### config.mk
export PLATFORM = sky130hd
export DESIGN_NAME = neighbor_cache_lru
export DESIGN_NICKNAME = d
export VERILOG_FILES = /design/src/hdl/ncl_pkg.sv /design/src/hdl/ncl_mem.sv /design/src/hdl/ncl_scan.sv /design/src/hdl/neighbor_cache_lru.sv
export SDC_FILE = /design/constraint.sdc
export NUM_CORES = 2
export LEC_CHECK = 0
export BUFFER_PORTS_ARGS = -buffer_cell sky130_fd_sc_hd__buf_2
export CORE_UTILIZATION = 60
export CTS_BUF_LIST = sky130_fd_sc_hd__clkbuf_4 sky130_fd_sc_hd__clkbuf_8 sky130_fd_sc_hd__clkbuf_16
export DETAILED_ROUTE_END_ITERATION = 10
export PLACE_DENSITY_LB_ADDON = 0.08
export SYNTH_ARGS = -nofsm -noshare
export SYNTH_HDL_FRONTEND = slang
export SYNTH_SLANG_ARGS = --single-unit
### constraint.sdc
create_clock -name clk -period 20.1 [get_ports clk]
set_clock_uncertainty 0.2 [all_clocks]
set_input_delay 6.03 -clock clk [delete_from_list [all_inputs] [get_ports clk]]
set_output_delay 6.03 -clock clk [all_outputs]
set_load 0.1 [all_outputs]
### src/hdl/ncl_pkg.sv
// Package for the neighbour cache: item types, stored row, sequencer states.
// No dependencies; every other file imports it.
package ncl_pkg;

    localparam int unsigned ADDR_W  = 64;
    localparam int unsigned MAC_W   = 48;
    localparam int unsigned STAMP_W = 32;
    localparam int unsigned SLOT_W  = 4;

    localparam logic CMD_LOOKUP = 1'b0;
    localparam logic CMD_INSERT = 1'b1;

    typedef struct packed {
        logic              command;
        logic [ADDR_W-1:0] addr_upper;
        logic [ADDR_W-1:0] addr_lower;
        logic [MAC_W-1:0]  entry_mac;
    } req_t;

    typedef struct packed {
        logic              hit;
        logic [MAC_W-1:0]  mac_out;
        logic [SLOT_W-1:0] slot;
        logic              solicit_needed;
    } rsp_t;

    typedef struct packed {
        logic [ADDR_W-1:0]  key_upper;
        logic [ADDR_W-1:0]  key_lower;
        logic [MAC_W-1:0]   mac;
        logic [STAMP_W-1:0] stamp;
    } row_t;

    typedef struct packed {
        logic match;   // valid entry, key equal
        logic free;    // entry not valid
    } scan_flags_t;

    typedef enum logic [1:0] {
        ST_IDLE,
        ST_SCAN,
        ST_WRITE
    } state_t;

endpackage

### src/hdl/ncl_mem.sv
// Entry store: one row per slot (keys, link address, stamp), registered read.
// Depends on ncl_pkg.
module ncl_mem #(
    parameter int unsigned ENTRIES = 16,
    parameter int unsigned IDX_W   = 4
) (
    input  logic             clk,
    input  logic             we,
    input  logic [IDX_W-1:0] waddr,
    input  ncl_pkg::row_t    wdata,
    input  logic [IDX_W-1:0] raddr,
    output ncl_pkg::row_t    rdata
);
    import ncl_pkg::*;

    row_t mem [ENTRIES];

    always_ff @(posedge clk)
    begin
        if (we)
        begin
            mem[waddr] <= wdata;
        end
    end

    always_ff @(posedge clk)
    begin
        rdata <= mem[raddr];
    end

endmodule

### src/hdl/ncl_scan.sv
// Shared compare unit: key equality and stamp ordering for one entry a cycle,
// tracking the oldest entry seen so far. Depends on ncl_pkg.
module ncl_scan #(
    parameter int unsigned IDX_W = 4
) (
    input  logic                     clk,
    input  logic                     rst_n,
    input  logic                     en,
    input  logic                     first,
    input  logic [IDX_W-1:0]         idx,
    input  logic                     entry_valid,
    input  ncl_pkg::row_t            row,
    input  logic [ncl_pkg::ADDR_W-1:0] key_upper,
    input  logic [ncl_pkg::ADDR_W-1:0] key_lower,
    output ncl_pkg::scan_flags_t     flags,
    output logic [IDX_W-1:0]         victim
);
    import ncl_pkg::*;

    logic [STAMP_W-1:0] best_stamp_reg;
    logic [STAMP_W-1:0] best_stamp_next;
    logic [IDX_W-1:0]   best_idx_reg;
    logic               older;

    assign flags.match = entry_valid && (row.key_upper == key_upper)
                         && (row.key_lower == key_lower);
    assign flags.free  = !entry_valid;

    // strict less-than: the earliest slot keeps a tie
    assign older = first || (row.stamp < best_stamp_reg);

    always_comb
    begin
        victim          = older ? idx : best_idx_reg;
        best_stamp_next = older ? row.stamp : best_stamp_reg;
    end

    always_ff @(posedge clk or negedge rst_n)
    begin
        if (!rst_n)
        begin
            best_stamp_reg <= '0;
            best_idx_reg   <= '0;
        end
        else if (en)
        begin
            best_stamp_reg <= best_stamp_next;
            best_idx_reg   <= victim;
        end
    end

endmodule

### src/hdl/neighbor_cache_lru.sv
// Neighbour cache top level: sequencer, valid bits, access counter, result register.
// Depends on ncl_pkg, ncl_mem, ncl_scan.
//
// An item is taken when start is high and busy is low; busy then stays high
// until its result is shown. The entry memory is read one slot per cycle and
// each slot goes through the one compare unit; a lookup stops at the first
// matching slot and an insert at the first free one, while a miss or an insert
// over a full cache reads every slot. The next item can be taken in the same
// cycle as the result is shown. The result is on rsp when done is high for
// exactly one cycle; done cannot be held off.
module neighbor_cache_lru #(
    parameter int unsigned ENTRIES = 16
) (
    input  logic          clk,
    input  logic          rst_n,
    input  logic          start,
    output logic          busy,
    input  ncl_pkg::req_t req,
    output logic          done,
    output ncl_pkg::rsp_t rsp
);
    import ncl_pkg::*;

    localparam int unsigned IDX_W = (ENTRIES > 1) ? $clog2(ENTRIES) : 1;
    localparam int unsigned CNT_W = IDX_W + 1;

    state_t             state_reg, state_next;
    req_t               req_reg;
    logic [CNT_W-1:0]   rd_cnt_reg;
    logic               cmp_vld_reg;
    logic [IDX_W-1:0]   cmp_idx_reg;
    logic [IDX_W-1:0]   tgt_reg;
    logic               hit_reg;
    logic               miss_reg;
    row_t               hrow_reg;
    logic [STAMP_W-1:0] counter_reg;
    logic [ENTRIES-1:0] valid_reg;
    rsp_t               rsp_reg;
    logic               done_reg;

    logic               accept;
    logic               issue;
    logic               stop_hit;
    logic               stop_free;
    logic               last;
    logic               scan_end;
    logic               is_lookup;
    logic [STAMP_W-1:0] stamp_new;

    logic               mem_we;
    row_t               mem_wdata;
    row_t               mem_rdata;
    scan_flags_t        flags;
    logic [IDX_W-1:0]   victim;

    ncl_mem #(
        .ENTRIES (ENTRIES),
        .IDX_W   (IDX_W)
    ) u_mem (
        .clk   (clk),
        .we    (mem_we),
        .waddr (tgt_reg),
        .wdata (mem_wdata),
        .raddr (rd_cnt_reg[IDX_W-1:0]),
        .rdata (mem_rdata)
    );

    ncl_scan #(
        .IDX_W (IDX_W)
    ) u_scan (
        .clk         (clk),
        .rst_n       (rst_n),
        .en          (cmp_vld_reg),
        .first       (cmp_idx_reg == '0),
        .idx         (cmp_idx_reg),
        .entry_valid (valid_reg[cmp_idx_reg]),
        .row         (mem_rdata),
        .key_upper   (req_reg.addr_upper),
        .key_lower   (req_reg.addr_lower),
        .flags       (flags),
        .victim      (victim)
    );

    assign accept    = start && (state_reg == ST_IDLE);
    assign is_lookup = (req_reg.command == CMD_LOOKUP);
    assign issue     = (state_reg == ST_SCAN) && (rd_cnt_reg < CNT_W'(ENTRIES));
    assign stop_hit  = cmp_vld_reg && is_lookup && flags.match;
    assign stop_free = cmp_vld_reg && !is_lookup && flags.free;
    assign last      = cmp_vld_reg && (cmp_idx_reg == IDX_W'(ENTRIES - 1));
    assign scan_end  = (state_reg == ST_SCAN) && (stop_hit || stop_free || last);
    assign stamp_new = counter_reg + STAMP_W'(1);

    // next state
    always_comb
    begin
        state_next = state_reg;
        case (state_reg)
            ST_IDLE:  if (accept) state_next = ST_SCAN;
            ST_SCAN:  if (scan_end) state_next = ST_WRITE;
            ST_WRITE: state_next = ST_IDLE;
            default:  state_next = ST_IDLE;
        endcase
    end

    // outputs of the sequencer
    always_comb
    begin
        busy      = 1'b1;
        mem_we    = 1'b0;
        mem_wdata = hrow_reg;
        case (state_reg)
            ST_IDLE:  busy = 1'b0;
            ST_SCAN:  busy = 1'b1;
            ST_WRITE:
            begin
                mem_we = !miss_reg;
                if (hit_reg)
                begin
                    mem_wdata       = hrow_reg;
                    mem_wdata.stamp = stamp_new;
                end
                else
                begin
                    mem_wdata.key_upper = req_reg.addr_upper;
                    mem_wdata.key_lower = req_reg.addr_lower;
                    mem_wdata.mac       = req_reg.entry_mac;
                    mem_wdata.stamp     = stamp_new;
                end
            end
            default:  busy = 1'b1;
        endcase
    end

    always_ff @(posedge clk or negedge rst_n)
    begin
        if (!rst_n)
        begin
            state_reg   <= ST_IDLE;
            rd_cnt_reg  <= '0;
            cmp_vld_reg <= 1'b0;
            cmp_idx_reg <= '0;
            counter_reg <= '0;
            valid_reg   <= '0;
            done_reg    <= 1'b0;
            hit_reg     <= 1'b0;
            miss_reg    <= 1'b0;
            tgt_reg     <= '0;
        end
        else
        begin
            state_reg <= state_next;
            done_reg  <= (state_reg == ST_WRITE);
            if (accept)
            begin
                rd_cnt_reg  <= '0;
                cmp_vld_reg <= 1'b0;
            end
            else
            begin
                cmp_vld_reg <= issue && !scan_end;
                if (issue)
                begin
                    rd_cnt_reg  <= rd_cnt_reg + CNT_W'(1);
                    cmp_idx_reg <= rd_cnt_reg[IDX_W-1:0];
                end
            end
            if (scan_end)
            begin
                hit_reg  <= stop_hit;
                miss_reg <= is_lookup && !stop_hit;
                tgt_reg  <= (stop_hit || stop_free) ? cmp_idx_reg : victim;
            end
            if ((state_reg == ST_WRITE) && !miss_reg)
            begin
                counter_reg <= stamp_new;
                valid_reg[tgt_reg] <= 1'b1;
            end
        end
    end

    // payload registers
    always_ff @(posedge clk)
    begin
        if (accept)
        begin
            req_reg <= req;
        end
        if (scan_end)
        begin
            hrow_reg <= mem_rdata;
        end
        if (state_reg == ST_WRITE)
        begin
            rsp_reg.hit            <= hit_reg;
            rsp_reg.mac_out        <= hit_reg ? hrow_reg.mac : '0;
            rsp_reg.slot           <= miss_reg ? '0 : SLOT_W'(tgt_reg);
            rsp_reg.solicit_needed <= miss_reg;
        end
    end

    assign done = done_reg;
    assign rsp  = rsp_reg;

endmodule

# [Word-level counts from Yosys, hierarchy flattened]
# Memories as Yosys holds them, arrays and structs flattened. A register that Yosys moved wholly into a read port is not among the register bits.
# Index checks and enable logic that the tools add are counted.
[word_totals] ff_bits=542 mem_bits_rw=3328 input_bits=180 word_cells=87 memories=1
[op_classes] n_addsub=2 magnitude_cmp=5 eq_ne=7 mux=18 n_bitwise=3 reduce_logical=27
[mem_list] name="u_mem.mem" depth=16 word_bits=208 rd=1 rd_ports_with_merged_regs=1 write_ports=1 line_no="ncl_mem.sv:16" text="row_t mem [ENTRIES];"
[op_table] op="2-to-1 mux 208 bit" n=2
[op_table] op="equality test 64 bit" n=2
[op_table] op="adder 32 x 1 -> 32 bit, second input constant" n=1
[op_table] op="less-than comparator 32 bit" n=1
[op_table] op="OR 16 bit" n=1
[op_table] op="logical AND 1 bit" n=14
[op_table] op="less-than comparator 4 x 5 -> 1 bit, second input constant" n=2
[op_table] op="2-to-1 mux 5 bit" n=2
[op_table] op="2-to-1 mux 4 bit" n=2
[op_table] op="2-to-1 mux 1 bit" n=7
[op_table] op="AND reduction 2 bit" n=3
[op_table] op="adder 5 x 1 -> 5 bit, second input constant" n=1
[op_table] op="less-than comparator 5 bit, second input constant" n=1
[op_table] op="binary-select mux 1 bit (select 4 bit)" n=1
[op_table] op="demux 1 bit (select 4 bit)" n=1
[op_table] op="equality test 4 bit, second input constant" n=1
[op_table] op="greater-or-equal comparator 4 x 1 -> 1 bit, second input constant" n=1
[op_table] op="zero test 1 bit" n=4
[op_table] op="zero test 4 bit" n=1
[op_table] op="2-to-1 mux 2 bit" n=2
[op_table] op="inequality test 2 bit, second input constant" n=2
[op_table] op="one-hot mux 2 bit (2 select lines)" n=1
[op_table] op="logical OR 1 bit" n=3
[op_table] op="equality test 2 x 1 -> 1 bit, second input constant" n=1
[op_table] op="4 further kinds" n=5

# [Depth between registers and ports, before layout]
[depth] word_depth=11 depth_mapped=11 depth_no_buf=10

# [Hierarchy]
# Synthesis repeated with hierarchy kept, for this count alone.
[unflattened] cells_unflattened=7016 area_unflattened_um2=152181.0
[by_module_without_submodules] module="ncl_mem" instances=1 cells_per_inst=5468 area_per_inst_um2=128731.0 seq_area_each_um2=104099.8
[by_module_without_submodules] module="neighbor_cache_lru" instances=1 cells_per_inst=1131 area_per_inst_um2=19575.0 seq_area_each_um2=14859.3
[by_module_without_submodules] module="ncl_scan" instances=1 cells_per_inst=417 area_per_inst_um2=3875.0 seq_area_each_um2=900.9

# [Least setup slack after synthesis]
# OpenSTA, ideal clock, no wires.
[synth_path] kind="reg-to-reg" startpoint="reg state_reg[0]" endpoint="reg valid_reg[0]" setup_ps=156 arrival_ps=17704 t_required_ps=19744 setup_slack_ps=2040 stages_incl_launch_ff=7 path_buffers=0 synth_period_minus_slack_ps=18060 path_cell_list="dfrtp_1 nand2b_1 inv_1 nand2b_1 or3_1 nor3_1 or2_2"
[synth_between] elab_chain_len=2
[synth_lines] element="from (decl)" line_no="neighbor_cache_lru.sv:27" text="state_t state_reg, state_next;"
[synth_lines] element="from (signal assigned)" line_no="neighbor_cache_lru.sv:151" text="state_reg <= state_next;"
[synth_lines] element="equality test 2 bit" line_no="neighbor_cache_lru.sv:173" text="if ((state_reg == ST_WRITE) && !miss_reg)"
[synth_lines] element="logical AND 1 bit" line_no="neighbor_cache_lru.sv:173"
[synth_lines] element="to (signal assigned)" line_no="neighbor_cache_lru.sv:143" text="valid_reg <= '0;"
[synth_lines] element="to (signal, indexed assignment)" line_no="neighbor_cache_lru.sv:176" text="valid_reg[tgt_reg] <= 1'b1;"
[synth_lines] element="to (decl)" line_no="neighbor_cache_lru.sv:37" text="logic [ENTRIES-1:0] valid_reg;"
# Every way passes these cells.
# A chain may end at the register's enable or synchronous reset.

# [Worst setup path after layout]
[layout_path] startpoint="reg state_reg[0]" endpoint="out busy"
[layout_between] elab_chain_len=2
[layout_lines] element="zero test 2 bit" line_no="neighbor_cache_lru.sv:111" text="case (state_reg)"
[layout_lines] element="2-to-1 mux 1 bit" line_no="neighbor_cache_lru.sv:111"
[layout_lines] element="to (decl)" line_no="neighbor_cache_lru.sv:17" text="output logic busy,"
# Every way passes these cells.

==> metrics.csv <==
metric,value,unit
cts_buffer_depth,4,
routedWlPerCell,33.4,um
worstMarginPinSlew,1190,ps
cp-start-kind,flip-flop,
syn_inst,6422,
tns,0,ps
outcome,finished with violations,
grt_pass1_wl,510000,um
final.period_utilization,41.0,%
io_pins,236,
die_w,505,um
ys.flop_type,edfxtp_1,
postCtsHoldBufs,0,
drt-total-wl,355000,um
clock-sinks,4078,
async_flop_share,2.53,%
antenna_found_initial,7,
grt_max_degree,155,
crit_fanout,4,
nNetsFinal,7156,
fillCellCount,15400,
hold_class,flip-flop to flip-flop,
synth_seq_cells,4078,
fmax,121,MHz
post-place-ws,11510,ps
syn_avg_cell_area,23.7,um^2
final_layout_size_suffix_gt1_share,32.6,%
htree_levels,5,
path_class,flip-flop to output port,
synth-edff-count,3767,
power.density,139,mW/mm^2
final_cell_mix,"3767 x edfxtp_1, 1045 x mux4_2, 414 x clkbuf_16, 234 x buf_2, 208 x dfxtp_1",
gp_congestion,0.901,
leakagePower,54.4,nW
critPathArrivalTime,2020,ps
root_buffer,clkbuf_16,
fin_util,68.1,%
relSlewSlack,20.5,%
grt-ovfl-total,0,
cts_buffers,411,
netlist_area,0.152,mm^2
multiInputGateArea,0.0310,mm^2
vias,70400,
rsz0062_at_grt,false,
peakVddDrop,0.000126,V
dr.pass1.iters,11,
fin_crit,8250,ps
initial_core_util,60.4,%
cts_resized,0,
io_buffer_count,235,
slew_viol_final,0,
core_area,0.252,mm^2
synth_cell_types,69,
routed_via_density,6.62,
gr-usage-all-layers,28.1,%
worst_slack,11850,ps
dp_hpwl,181000,um
areaGrowthSynthToFinish,12.7,%
detail-route-antenna-nets,0,
design.die.area,0.255,mm^2
hold_violations,0,
post_cts_buffers,0,
setup_viol,0,
crit_path_end_kind,output port,
drtIter0Drc,8435,
cp.required,13870,ps
tritoncts,done,
syn_nets,6635,
clock_latency,980,ps
synth_seq_area_share,78.8,%
die_h,505,um
rows,184,
timing.hold.ws,204,ps
grt_pass1_vias,70700,
largest_register_ffs,3328,
cap_violations,0,
path_clk_slew,60,ps
seq_area,0.120,mm^2
violations,DRC,
synth_warnings,0,
layout_commonest_cell,edfxtp_1,
drc_errors,14,
-- report_power, final --
part           total (mW)  switching (mW)  internal (mW)  leakage [nW]
combinational        5.35            2.95           2.40          10.8
sequential           11.0           0.525           10.5          37.0
clock                7.51            3.09           4.42          6.71
total                23.9            6.56           17.3          54.4
-- logic make-up after synthesis --
group	Yosys count	synth area share, %
simple gates	474	1.75
mux	1262	17.1
flops	4078	78.8
buf+inv	340	0.860
fa+ha+maj	33	0.272
xor+xnor	132	0.760
compound gates	103	0.440
-- per-layer routing --
| metal | track usage [%] | up-vias | part of all wire, % |
|---|---|---|---|
| met5 | 0 | - | 0 |
| met1 | 42.6 | 38500 | 41 |
| met4 | 7.08 | 0 | 2.5 |
| met3 | 4.44 | 563 | 8.0 |
| li1 | - | 28100 | - |
| met2 | 43.7 | 3196 | 48 |
-- per-stage QoR --
stage | cell area, um^2 | total power [mW] | std cells
finish | 171000 | 23.9 | 10600
global route | 171000 | 24.7 | 10600
CTS | 171000 | 24.0 | 10600
detailed placement | 158000 | 16.6 | 9878
global placement | 158000 | 16.5 | 9878
floorplan | 152000 | 14.8 | 6422
-- synthesized netlist by cell type, types with 3 or more instances --
cell type  instances  share of area [%]
a2111oi_0          5              0.029
a211oi_1           3              0.015
a21oi_1           14              0.046
a22oi_1            4              0.020
a31oi_1            4              0.016
and2_1            50               0.21
and3_1             3              0.012
and4_1             3              0.017
buf_1             51               0.13
buf_2             13              0.043
clkbuf_1         211               0.52
dfrtp_1          103                1.7
dfxtp_1          208                2.7
edfxtp_1        3767                 74
ha_1              33               0.27
inv_1             63               0.16
mux2_1            11              0.081
mux2_2           206                1.5
mux4_2          1045                 15
nand2_1           81               0.20
nand2b_1          62               0.26
nand3_1           30              0.099
nand4_1           57               0.23
nor2_1            50               0.12
nor2b_1           38               0.16
nor3_1            26              0.086
nor4_1            21              0.086
o2111ai_1          5              0.029
o21ai_0           36               0.12
o21ai_1            6              0.020
o22ai_1            3              0.012
or2_2             17              0.070
or4_1             16              0.079
xnor2_1           91               0.52
xor2_1            41               0.24
-- critical path: stages (launching register included) --
cell     delay (ps)
dfrtp_1         390
or2_2           370
buf_2           320
-- layout make-up --
class	count	area share, %
Inverter	63	0.139
Clock buffer	548	6.76
Antenna cell	1	0.00146
Tap cell	3348	2.45
Clock inverter	199	1.04
Timing Repair Buffer	385	1.52
Sequential cell	4078	70.0
Multi-Input combinational cell	2004	18.1
-- final timing paths --
check / slack [ps] / startpoint / endpoint / cells after the start
min in group asynchronous: 4910 / rst_n / u_scan.best_stamp_reg[5]$_DFFE_PN0P_ / 1
worst min-delay path: 200 / u_mem.rdata[49]$_DFF_P_ / hrow_reg[49]$_DFFE_PP_ / 0
worst max-delay path: 11850 / state_reg[0]$_DFFE_PN0P_ / busy / 2
worst max register to register: 13590 / req_reg[48]$_DFFE_PP_ / hrow_reg[142]$_DFFE_PP_ / 10
max in group asynchronous: 13490 / rst_n / valid_reg[9]$_DFFE_PN0P_ / 2
worst min register to register: 200 / u_mem.rdata[49]$_DFF_P_ / hrow_reg[49]$_DFFE_PP_ / 0
Power figures use the tool's default switching activity.
